`src/sv/rsa_pkg.sv`:
```
// Package: shared constants for the RGB saturation adjust pipeline.
`timescale 1ns / 1ps

package rsa_pkg;

    localparam int WEIGHT_BITS = 16;
    localparam int GAIN_BITS   = 12;
    localparam int FRAC_BITS   = 8;
    localparam int NUM_CHAN    = 3;

    localparam logic [WEIGHT_BITS-1:0] WEIGHT_R = 16'd19595;
    localparam logic [WEIGHT_BITS-1:0] WEIGHT_G = 16'd38470;
    localparam logic [WEIGHT_BITS-1:0] WEIGHT_B = 16'd7471;

    localparam logic [GAIN_BITS-1:0] GAIN_RESET = 12'd256;

    function automatic logic [WEIGHT_BITS-1:0] chan_weight(input logic [1:0] idx);
        logic [WEIGHT_BITS-1:0] w;
        case (idx)
            2'd0:    w = WEIGHT_R;
            2'd1:    w = WEIGHT_G;
            default: w = WEIGHT_B;
        endcase
        return w;
    endfunction

endpackage

```
`src/sv/rsa_luma.sv`:
```
// Three-stage weighted sum of squared channels (perceived brightness squared).
`timescale 1ns / 1ps

module rsa_luma
    import rsa_pkg::*;
#(
    parameter int CHANNEL_BITS = 8
) (
    input  logic                           aclk,
    input  logic                           aresetn,
    input  logic                           ce,
    input  logic                           in_valid,
    input  logic [NUM_CHAN*CHANNEL_BITS-1:0] in_rgb,
    output logic                           out_valid,
    output logic [NUM_CHAN*CHANNEL_BITS-1:0] out_rgb,
    output logic [2*CHANNEL_BITS-1:0]      out_sum
);

    localparam int W   = CHANNEL_BITS;
    localparam int SQW = 2 * W;
    localparam int WPW = SQW + WEIGHT_BITS;
    localparam int SMW = WPW + 2;

    logic [SQW-1:0]      sq_reg [NUM_CHAN];
    logic [WPW-1:0]      wp_reg [NUM_CHAN];
    logic [SQW-1:0]      sum_reg;
    logic [2:0]          vld_reg;
    logic [NUM_CHAN*W-1:0] rgb1_reg;
    logic [NUM_CHAN*W-1:0] rgb2_reg;
    logic [NUM_CHAN*W-1:0] rgb3_reg;
    logic [SMW-1:0]      sum_next;

    genvar c;
    generate
        for (c = 0; c < NUM_CHAN; c++) begin : g_lane
            logic [W-1:0] chan;
            assign chan = in_rgb[c*W +: W];
            always_ff @(posedge aclk) begin
                if (ce) begin
                    sq_reg[c] <= SQW'(chan * chan);
                    wp_reg[c] <= WPW'(sq_reg[c] * chan_weight(2'(c)));
                end
            end
        end
    endgenerate

    always_comb begin
        sum_next = SMW'(wp_reg[0]) + SMW'(wp_reg[1]) + SMW'(wp_reg[2]);
    end

    always_ff @(posedge aclk) begin
        if (!aresetn) begin
            vld_reg <= '0;
        end else if (ce) begin
            vld_reg <= {vld_reg[1:0], in_valid};
        end
    end

    always_ff @(posedge aclk) begin
        if (ce) begin
            rgb1_reg <= in_rgb;
            rgb2_reg <= rgb1_reg;
            rgb3_reg <= rgb2_reg;
            sum_reg  <= sum_next[WEIGHT_BITS +: SQW];
        end
    end

    assign out_valid = vld_reg[2];
    assign out_rgb   = rgb3_reg;
    assign out_sum   = sum_reg;

endmodule

```
`src/sv/rsa_sqrt.sv`:
```
// Pipelined integer square root, one result bit per stage, with side payload.
`timescale 1ns / 1ps

module rsa_sqrt
    import rsa_pkg::*;
#(
    parameter int CHANNEL_BITS = 8
) (
    input  logic                           aclk,
    input  logic                           aresetn,
    input  logic                           ce,
    input  logic                           in_valid,
    input  logic [2*CHANNEL_BITS-1:0]      in_x,
    input  logic [NUM_CHAN*CHANNEL_BITS-1:0] in_pay,
    output logic                           out_valid,
    output logic [CHANNEL_BITS-1:0]        out_root,
    output logic [NUM_CHAN*CHANNEL_BITS-1:0] out_pay
);

    localparam int W  = CHANNEL_BITS;
    localparam int XW = 2 * W;
    localparam int TW = W + 3;
    localparam int PW = NUM_CHAN * W;

    logic [W:0]    rem_reg  [1:W];
    logic [W-1:0]  root_reg [1:W];
    logic [XW-1:0] xs_reg   [1:W];
    logic [PW-1:0] pay_reg  [1:W];
    logic [W:1]    vld_reg;

    genvar k;
    generate
        for (k = 1; k <= W; k++) begin : g_stage
            logic [W:0]    src_rem;
            logic [W-1:0]  src_root;
            logic [XW-1:0] src_x;
            logic [PW-1:0] src_pay;
            logic          src_vld;
            logic [TW-1:0] t;
            logic [TW-1:0] trial;
            logic          ge;

            if (k == 1) begin : g_first
                assign src_rem  = '0;
                assign src_root = '0;
                assign src_x    = in_x;
                assign src_pay  = in_pay;
                assign src_vld  = in_valid;
            end else begin : g_next
                assign src_rem  = rem_reg[k-1];
                assign src_root = root_reg[k-1];
                assign src_x    = xs_reg[k-1];
                assign src_pay  = pay_reg[k-1];
                assign src_vld  = vld_reg[k-1];
            end

            assign t     = {src_rem, src_x[XW-1 -: 2]};
            assign trial = {1'b0, src_root, 2'b01};
            assign ge    = (t >= trial);

            always_ff @(posedge aclk) begin
                if (!aresetn) begin
                    vld_reg[k] <= 1'b0;
                end else if (ce) begin
                    vld_reg[k] <= src_vld;
                end
            end

            always_ff @(posedge aclk) begin
                if (ce) begin
                    rem_reg[k]  <= ge ? (W+1)'(t - trial) : (W+1)'(t);
                    root_reg[k] <= {src_root[W-2:0], ge};
                    xs_reg[k]   <= {src_x[XW-3:0], 2'b00};
                    pay_reg[k]  <= src_pay;
                end
            end
        end
    endgenerate

    assign out_valid = vld_reg[W];
    assign out_root  = root_reg[W];
    assign out_pay   = pay_reg[W];

endmodule

```
`src/sv/rsa_adjust.sv`:
```
// Two-stage gain multiply around the brightness, then truncate and clamp.
`timescale 1ns / 1ps

module rsa_adjust
    import rsa_pkg::*;
#(
    parameter int CHANNEL_BITS = 8
) (
    input  logic                           aclk,
    input  logic                           aresetn,
    input  logic                           ce,
    input  logic                           in_valid,
    input  logic [CHANNEL_BITS-1:0]        in_p,
    input  logic [NUM_CHAN*CHANNEL_BITS-1:0] in_rgb,
    input  logic [GAIN_BITS-1:0]           gain,
    output logic                           out_valid,
    output logic [NUM_CHAN*CHANNEL_BITS-1:0] out_rgb
);

    localparam int W  = CHANNEL_BITS;
    localparam int MW = W + 1 + GAIN_BITS + 1;
    localparam int VW = MW + 1;
    localparam int QW = VW - FRAC_BITS;
    localparam logic [W-1:0] CHAN_MAX = '1;

    logic signed [MW-1:0] prod_reg [NUM_CHAN];
    logic [W-1:0]         p_reg;
    logic [NUM_CHAN*W-1:0] res_reg;
    logic [1:0]           vld_reg;

    genvar c;
    generate
        for (c = 0; c < NUM_CHAN; c++) begin : g_lane
            logic signed [W:0]    diff;
            logic signed [VW-1:0] v;
            logic [QW-1:0]        q;
            logic [W-1:0]         res;

            assign diff = $signed({1'b0, in_rgb[c*W +: W]}) - $signed({1'b0, in_p});

            always_ff @(posedge aclk) begin
                if (ce) begin
                    prod_reg[c] <= MW'(diff * $signed({1'b0, gain}));
                end
            end

            assign v = VW'(prod_reg[c]) + $signed(VW'({p_reg, {FRAC_BITS{1'b0}}}));
            assign q = v[VW-1:FRAC_BITS];

            always_comb begin
                if (v[VW-1]) begin
                    res = '0;
                end else if (|q[QW-1:W]) begin
                    res = CHAN_MAX;
                end else begin
                    res = q[W-1:0];
                end
            end

            always_ff @(posedge aclk) begin
                if (ce) begin
                    res_reg[c*W +: W] <= res;
                end
            end
        end
    endgenerate

    always_ff @(posedge aclk) begin
        if (ce) begin
            p_reg <= in_p;
        end
    end

    always_ff @(posedge aclk) begin
        if (!aresetn) begin
            vld_reg <= '0;
        end else if (ce) begin
            vld_reg <= {vld_reg[0], in_valid};
        end
    end

    assign out_valid = vld_reg[1];
    assign out_rgb   = res_reg;

endmodule

```
`src/sv/rgb_saturation_adjust.sv`:
```
// Top level: HSP saturation adjust pipeline with output register and skid stage.
//
//   channel  dir  handshake           payload
//   s_       in   s_tvalid/s_tready   s_tdata: red_in, green_in, blue_in
//   m_       out  m_tvalid/m_tready   m_tdata: red_out, green_out, blue_out
//   cfg_     in   cfg_valid/cfg_ready cfg_data: saturation_gain (Q4.8)
//
// One item per cycle while the output is not stalled; each item passes through
// 3 luma stages, one square-root stage per result bit, 2 gain stages, output reg.
// Reset (synchronous, aresetn low) clears all valid bits and sets the gain to 1.0.
// The pipeline advances as a whole while the skid stage is empty; a stalled
// output fills the skid with one item and then holds s_tready low.
`timescale 1ns / 1ps

module rgb_saturation_adjust
    import rsa_pkg::*;
#(
    parameter int CHANNEL_BITS = 8
) (
    input  logic                 aclk,
    input  logic                 aresetn,
    input  logic                 s_tvalid,
    output logic                 s_tready,
    // [W-1:0] red_in, [2W-1:W] green_in, [3W-1:2W] blue_in, zero pad above
    input  logic [((3*CHANNEL_BITS+7)/8)*8-1:0] s_tdata,
    output logic                 m_tvalid,
    input  logic                 m_tready,
    // [W-1:0] red_out, [2W-1:W] green_out, [3W-1:2W] blue_out, zero pad above
    output logic [((3*CHANNEL_BITS+7)/8)*8-1:0] m_tdata,
    input  logic                 cfg_valid,
    output logic                 cfg_ready,
    input  logic [GAIN_BITS-1:0] cfg_data
);

    localparam int W  = CHANNEL_BITS;
    localparam int PW = NUM_CHAN * W;
    localparam int TD = ((3*CHANNEL_BITS+7)/8)*8;

    logic [GAIN_BITS-1:0] gain_reg;
    logic                 ce;
    logic                 luma_valid;
    logic [PW-1:0]        luma_rgb;
    logic [2*W-1:0]       luma_sum;
    logic                 sqrt_valid;
    logic [W-1:0]         sqrt_root;
    logic [PW-1:0]        sqrt_rgb;
    logic                 pipe_valid;
    logic [PW-1:0]        pipe_rgb;

    logic                 m_tvalid_reg, m_tvalid_next;
    logic [PW-1:0]        out_data_reg, out_data_next;
    logic                 skid_valid_reg, skid_valid_next;
    logic [PW-1:0]        skid_data_reg, skid_data_next;
    logic                 out_take;
    logic                 push;

    assign ce        = !skid_valid_reg;
    assign s_tready  = ce;
    assign cfg_ready = 1'b1;

    always_ff @(posedge aclk) begin
        if (!aresetn) begin
            gain_reg <= GAIN_RESET;
        end else if (cfg_valid) begin
            gain_reg <= cfg_data;
        end
    end

    rsa_luma #(.CHANNEL_BITS(W)) u_luma (
        .aclk      (aclk),
        .aresetn   (aresetn),
        .ce        (ce),
        .in_valid  (s_tvalid),
        .in_rgb    (s_tdata[PW-1:0]),
        .out_valid (luma_valid),
        .out_rgb   (luma_rgb),
        .out_sum   (luma_sum)
    );

    rsa_sqrt #(.CHANNEL_BITS(W)) u_sqrt (
        .aclk      (aclk),
        .aresetn   (aresetn),
        .ce        (ce),
        .in_valid  (luma_valid),
        .in_x      (luma_sum),
        .in_pay    (luma_rgb),
        .out_valid (sqrt_valid),
        .out_root  (sqrt_root),
        .out_pay   (sqrt_rgb)
    );

    rsa_adjust #(.CHANNEL_BITS(W)) u_adjust (
        .aclk      (aclk),
        .aresetn   (aresetn),
        .ce        (ce),
        .in_valid  (sqrt_valid),
        .in_p      (sqrt_root),
        .in_rgb    (sqrt_rgb),
        .gain      (gain_reg),
        .out_valid (pipe_valid),
        .out_rgb   (pipe_rgb)
    );

    assign out_take = m_tvalid_reg && m_tready;
    assign push     = ce && pipe_valid;

    always_comb begin
        m_tvalid_next   = m_tvalid_reg;
        out_data_next   = out_data_reg;
        skid_valid_next = skid_valid_reg;
        skid_data_next  = skid_data_reg;
        if (skid_valid_reg) begin
            if (out_take) begin
                out_data_next   = skid_data_reg;
                skid_valid_next = 1'b0;
            end
        end else if (push) begin
            if (!m_tvalid_reg || out_take) begin
                m_tvalid_next = 1'b1;
                out_data_next = pipe_rgb;
            end else begin
                skid_valid_next = 1'b1;
                skid_data_next  = pipe_rgb;
            end
        end else if (out_take) begin
            m_tvalid_next = 1'b0;
        end
    end

    always_ff @(posedge aclk) begin
        if (!aresetn) begin
            m_tvalid_reg   <= 1'b0;
            skid_valid_reg <= 1'b0;
        end else begin
            m_tvalid_reg   <= m_tvalid_next;
            skid_valid_reg <= skid_valid_next;
        end
    end

    always_ff @(posedge aclk) begin
        out_data_reg  <= out_data_next;
        skid_data_reg <= skid_data_next;
    end

    assign m_tvalid = m_tvalid_reg;
    assign m_tdata  = TD'(out_data_reg);

    a_skid_needs_out: assert property (@(posedge aclk) disable iff (!aresetn)
        skid_valid_reg |-> m_tvalid_reg)
        else $error("skid holds an item while output register is empty");

    a_skid_holds: assert property (@(posedge aclk) disable iff (!aresetn)
        skid_valid_reg && !m_tready |=> skid_valid_reg && $stable(skid_data_reg))
        else $error("skid item changed or lost during output stall");

    a_skid_fill_cause: assert property (@(posedge aclk) disable iff (!aresetn)
        $rose(skid_valid_reg) |-> $past(m_tvalid_reg && !m_tready && pipe_valid))
        else $error("skid filled without a stalled output");

endmodule

```
`config.mk`:
```
export PLATFORM = sky130hd
export DESIGN_NAME = rgb_saturation_adjust
export DESIGN_NICKNAME = d
export VERILOG_FILES = /design/src/sv/rsa_pkg.sv /design/src/sv/rsa_luma.sv /design/src/sv/rsa_sqrt.sv /design/src/sv/rsa_adjust.sv /design/src/sv/rgb_saturation_adjust.sv
export SDC_FILE = /design/constraint.sdc
export NUM_CORES = 2
export LEC_CHECK = 0
export BUFFER_PORTS_ARGS = -buffer_cell sky130_fd_sc_hd__clkbuf_2
export CAP_MARGIN = 5
export CORE_MARGIN = 2
export CORE_UTILIZATION = 25
export CTS_BUF_LIST = sky130_fd_sc_hd__clkbuf_8
export CTS_CLUSTER_DIAMETER = 40
export DETAILED_ROUTE_END_ITERATION = 10
export SETUP_SLACK_MARGIN = 0.2
export SLEW_MARGIN = 15
export SYNTH_ARGS = -nofsm -noshare
export SYNTH_HDL_FRONTEND = slang
export SYNTH_SLANG_ARGS = --single-unit
```
`constraint.sdc`:
```
create_clock -name aclk -period 15.9 [get_ports aclk]
set_input_delay 1.59 -clock aclk [delete_from_list [all_inputs] [get_ports aclk]]
set_output_delay 1.59 -clock aclk [all_outputs]
set_load 0.02 [all_outputs]
```
==> results.md <==
* Root Buffer: clkbuf_8
* Reg clk slew, reported paths at 0.06 ns
* Commonest cells post-synth: ha_1 (716), edfxtp_1 (678), inv_1 (663)
* Crit-path max FO at 12
* Die area at 218200 µm²
* Die height at 467.2 µm
* Synth Area per Inst at 12.05 µm²
* Final slew viol count at 0
* Tot GR Track Use at 0.09505
* Filler cells at 22020
* Status: finished, final reports clean
* Final Hold Vio Count at 0
* Area Growth Syn to Fin at 10.82%
* Buffers on Ports at 66
* First-pass GRT wire length at 170700 µm
* Endpoints failing setup at 0
* I/O pins at 68
* Req. time, crit path at 16.43 ns
* Placeable Area at 214000 µm²
* Worst skew pair latency at 0.82 ns
* Synth cell types at 73
* Share of cells above drive strength 1 at 0.06991
* Via density at 4.233
* Seq cells post-synth at 705
* Post-cts sizing count at 0
* DRT Pass-1 Iters at 5
* CP arrival at 8.31 ns
* Crit end category: register
* Register area at 20900 µm²
* H-tree depth at 3
* Nets at 5821
* Max cap viols at 0
* Min-delay worst type: register to register
* Largest area contributor in the netlist: edfxtp_1
* Async SR Flop Fraction at 0
* Most numerous cell in the Yosys netlist: ha_1
* Synth Instances at 4451
* Pin count of the biggest net entering global routing at 193
* Post-synth EDFFs at 678
* Final WL at 101800 µm
* Min Clock Period, post-route at 7.782 ns
* RSZ-0062 raised after global routing: no
* CP Launch Type: register
* Setup tns final at 0 ns
* Post-Syn Area at 53630 µm²
* Sinks on Clock Net at 705
* Top-area cell type share of the netlist area at 0.3796
* Starting Density at 0.2506
* CP max-delay cell: fa_1
* DP Wirelength at 78910 µm
* Seq/Total Area, Yosys at 0.3897
* Clock buffer depth at 3
* Max-slew headroom at 0.2722
* Max reg flops at 192
* Total grt overflow at 0
* TritonCTS Buffers at 108
* Most common cell on crit path: fa_1
* Final period util at 0.4895
* Row cnt at 170
* DR iter-0 viols at 1539
* Die X at 467.2 µm
* CTS tree: built
* RePlAce Congestion at 0.8423
* Post-CTS Setup Bufs at 0
* Vias in the first global route at 33410
* Synth area leaders: edfxtp_1 (38%), fa_1 (18%), ha_1 (17%)
* Initial antenna violation count at 1
* Slew @ Worst Pin at 1.092 ns
* Average routed wire per standard cell at 13.60 µm
* Final clock skew at 0.05107 ns
* Multi-input gate area at 29930 µm²
* DR DRC count at 0
* Fmax at 128.5 MHz
* Vias at 31690
* Primary FF master, synth: edfxtp_1
* CTS Hold Buffers Added at 0
* Crit Path Class: register to register
* Post-route antenna net violation count at 0
* Antenna cells at 0
* Max incr delay on CP at 0.55 ns
* YS warnings at 0
## metal layers
layer | vias up | part of all wire | GRT usage
met5 | - | 0.00016 | 0
met4 | 2 | 0.021 | 0.02434
met3 | 151 | 0.037 | 0.01599
met2 | 455 | 0.48 | 0.1627
met1 | 15650 | 0.46 | 0.1239
li1 | 15440 | - | -
## stage by stage
| step | hold WS (ns) | util | cells | cell area, µm² | worst slack (ns) |
|---|---|---|---|---|---|
| after floorplan | 0.4003 | - | 4453 | 53640 | 0.2517 |
| after global placement | 0.4005 | 0.2685 | 7303 | 57460 | 8.161 |
| after detailed placement | 0.4045 | 0.2685 | 7303 | 57460 | 8.096 |
| after CTS | 0.3994 | 0.2778 | 7487 | 59430 | 8.049 |
| after global routing | 0.4075 | 0.2778 | 7487 | 59440 | 7.594 |
| final | 0.4114 | 0.2778 | 7487 | 59440 | 8.118 |
## logic make-up after synthesis
logic type	synth area share
adders and majority gates	0.3496
and+or+nand+nor	0.09220
buffers and inverters	0.05242
DFF	0.3897
AOI/OAI and AO/OA	0.06684
xor gates and xnor gates	0.03560
muxes	0.01353
other	0.0001400
## layout by cell type, fill, tap and decap left out, drive strengths merged, types with 10 or more instances in the layout
cell type,synthesis,routed
ha,716,716
inv,663,694
edfxtp,678,678
fa,489,489
nand2,212,212
nor2,177,177
clkbuf,77,176
and2,169,169
a21oi,154,154
xnor2,151,151
o21ai,123,123
nor2b,81,81
nand2b,77,77
xor2,67,67
a21o,59,59
o21a,52,52
nor3,50,50
nand3,40,40
clkinv,0,37
mux2,36,36
mux2i,32,32
a31oi,32,32
buf,8,31
dfxtp,27,27
or2,26,26
a21boi,25,25
nor3b,25,25
and3,21,21
a211oi,19,19
o21bai,13,13
nand4,12,12
or3,11,11
o211ai,11,11
o31ai,10,10
## critical path: cells and delay by family, from the launching register on
| family | cells | cell delay, ns |
|---|---|---|
| buf+inv | 5 | 0.47 |
| simple gates | 8 | 1.70 |
| flops | 1 | 0.53 |
| compound gates | 8 | 1.60 |
| fa+ha+maj | 7 | 3.22 |
## final timing paths
path	start	endpoint	slack [ns]	cells past startpoint
worst max register to register	u_sqrt.root_reg[0][65]	u_adjust.prod_reg[0][56]	8.12	28
worst max-delay path	u_sqrt.root_reg[0][65]	u_adjust.prod_reg[0][56]	8.12	28
worst min-delay path	u_luma.rgb1_reg[21]	u_luma.rgb2_reg[21]	0.41	0
worst min register to register	u_luma.rgb1_reg[21]	u_luma.rgb2_reg[21]	0.41	0
## final cells by class
cell class / instances / share of cell area
clock buffer: 110 / 0.02547
clock inverter: 74 / 0.007831
inverter: 663 / 0.04200
multi-input combinational: 3000 / 0.5036
sequential: 705 / 0.3517
tap: 2838 / 0.05974
timing repair buffer: 97 / 0.009684
Power is left out: the tool's default activity adds up to more than one toggle a clock period on the data nets, which glitch-free logic cannot reach.
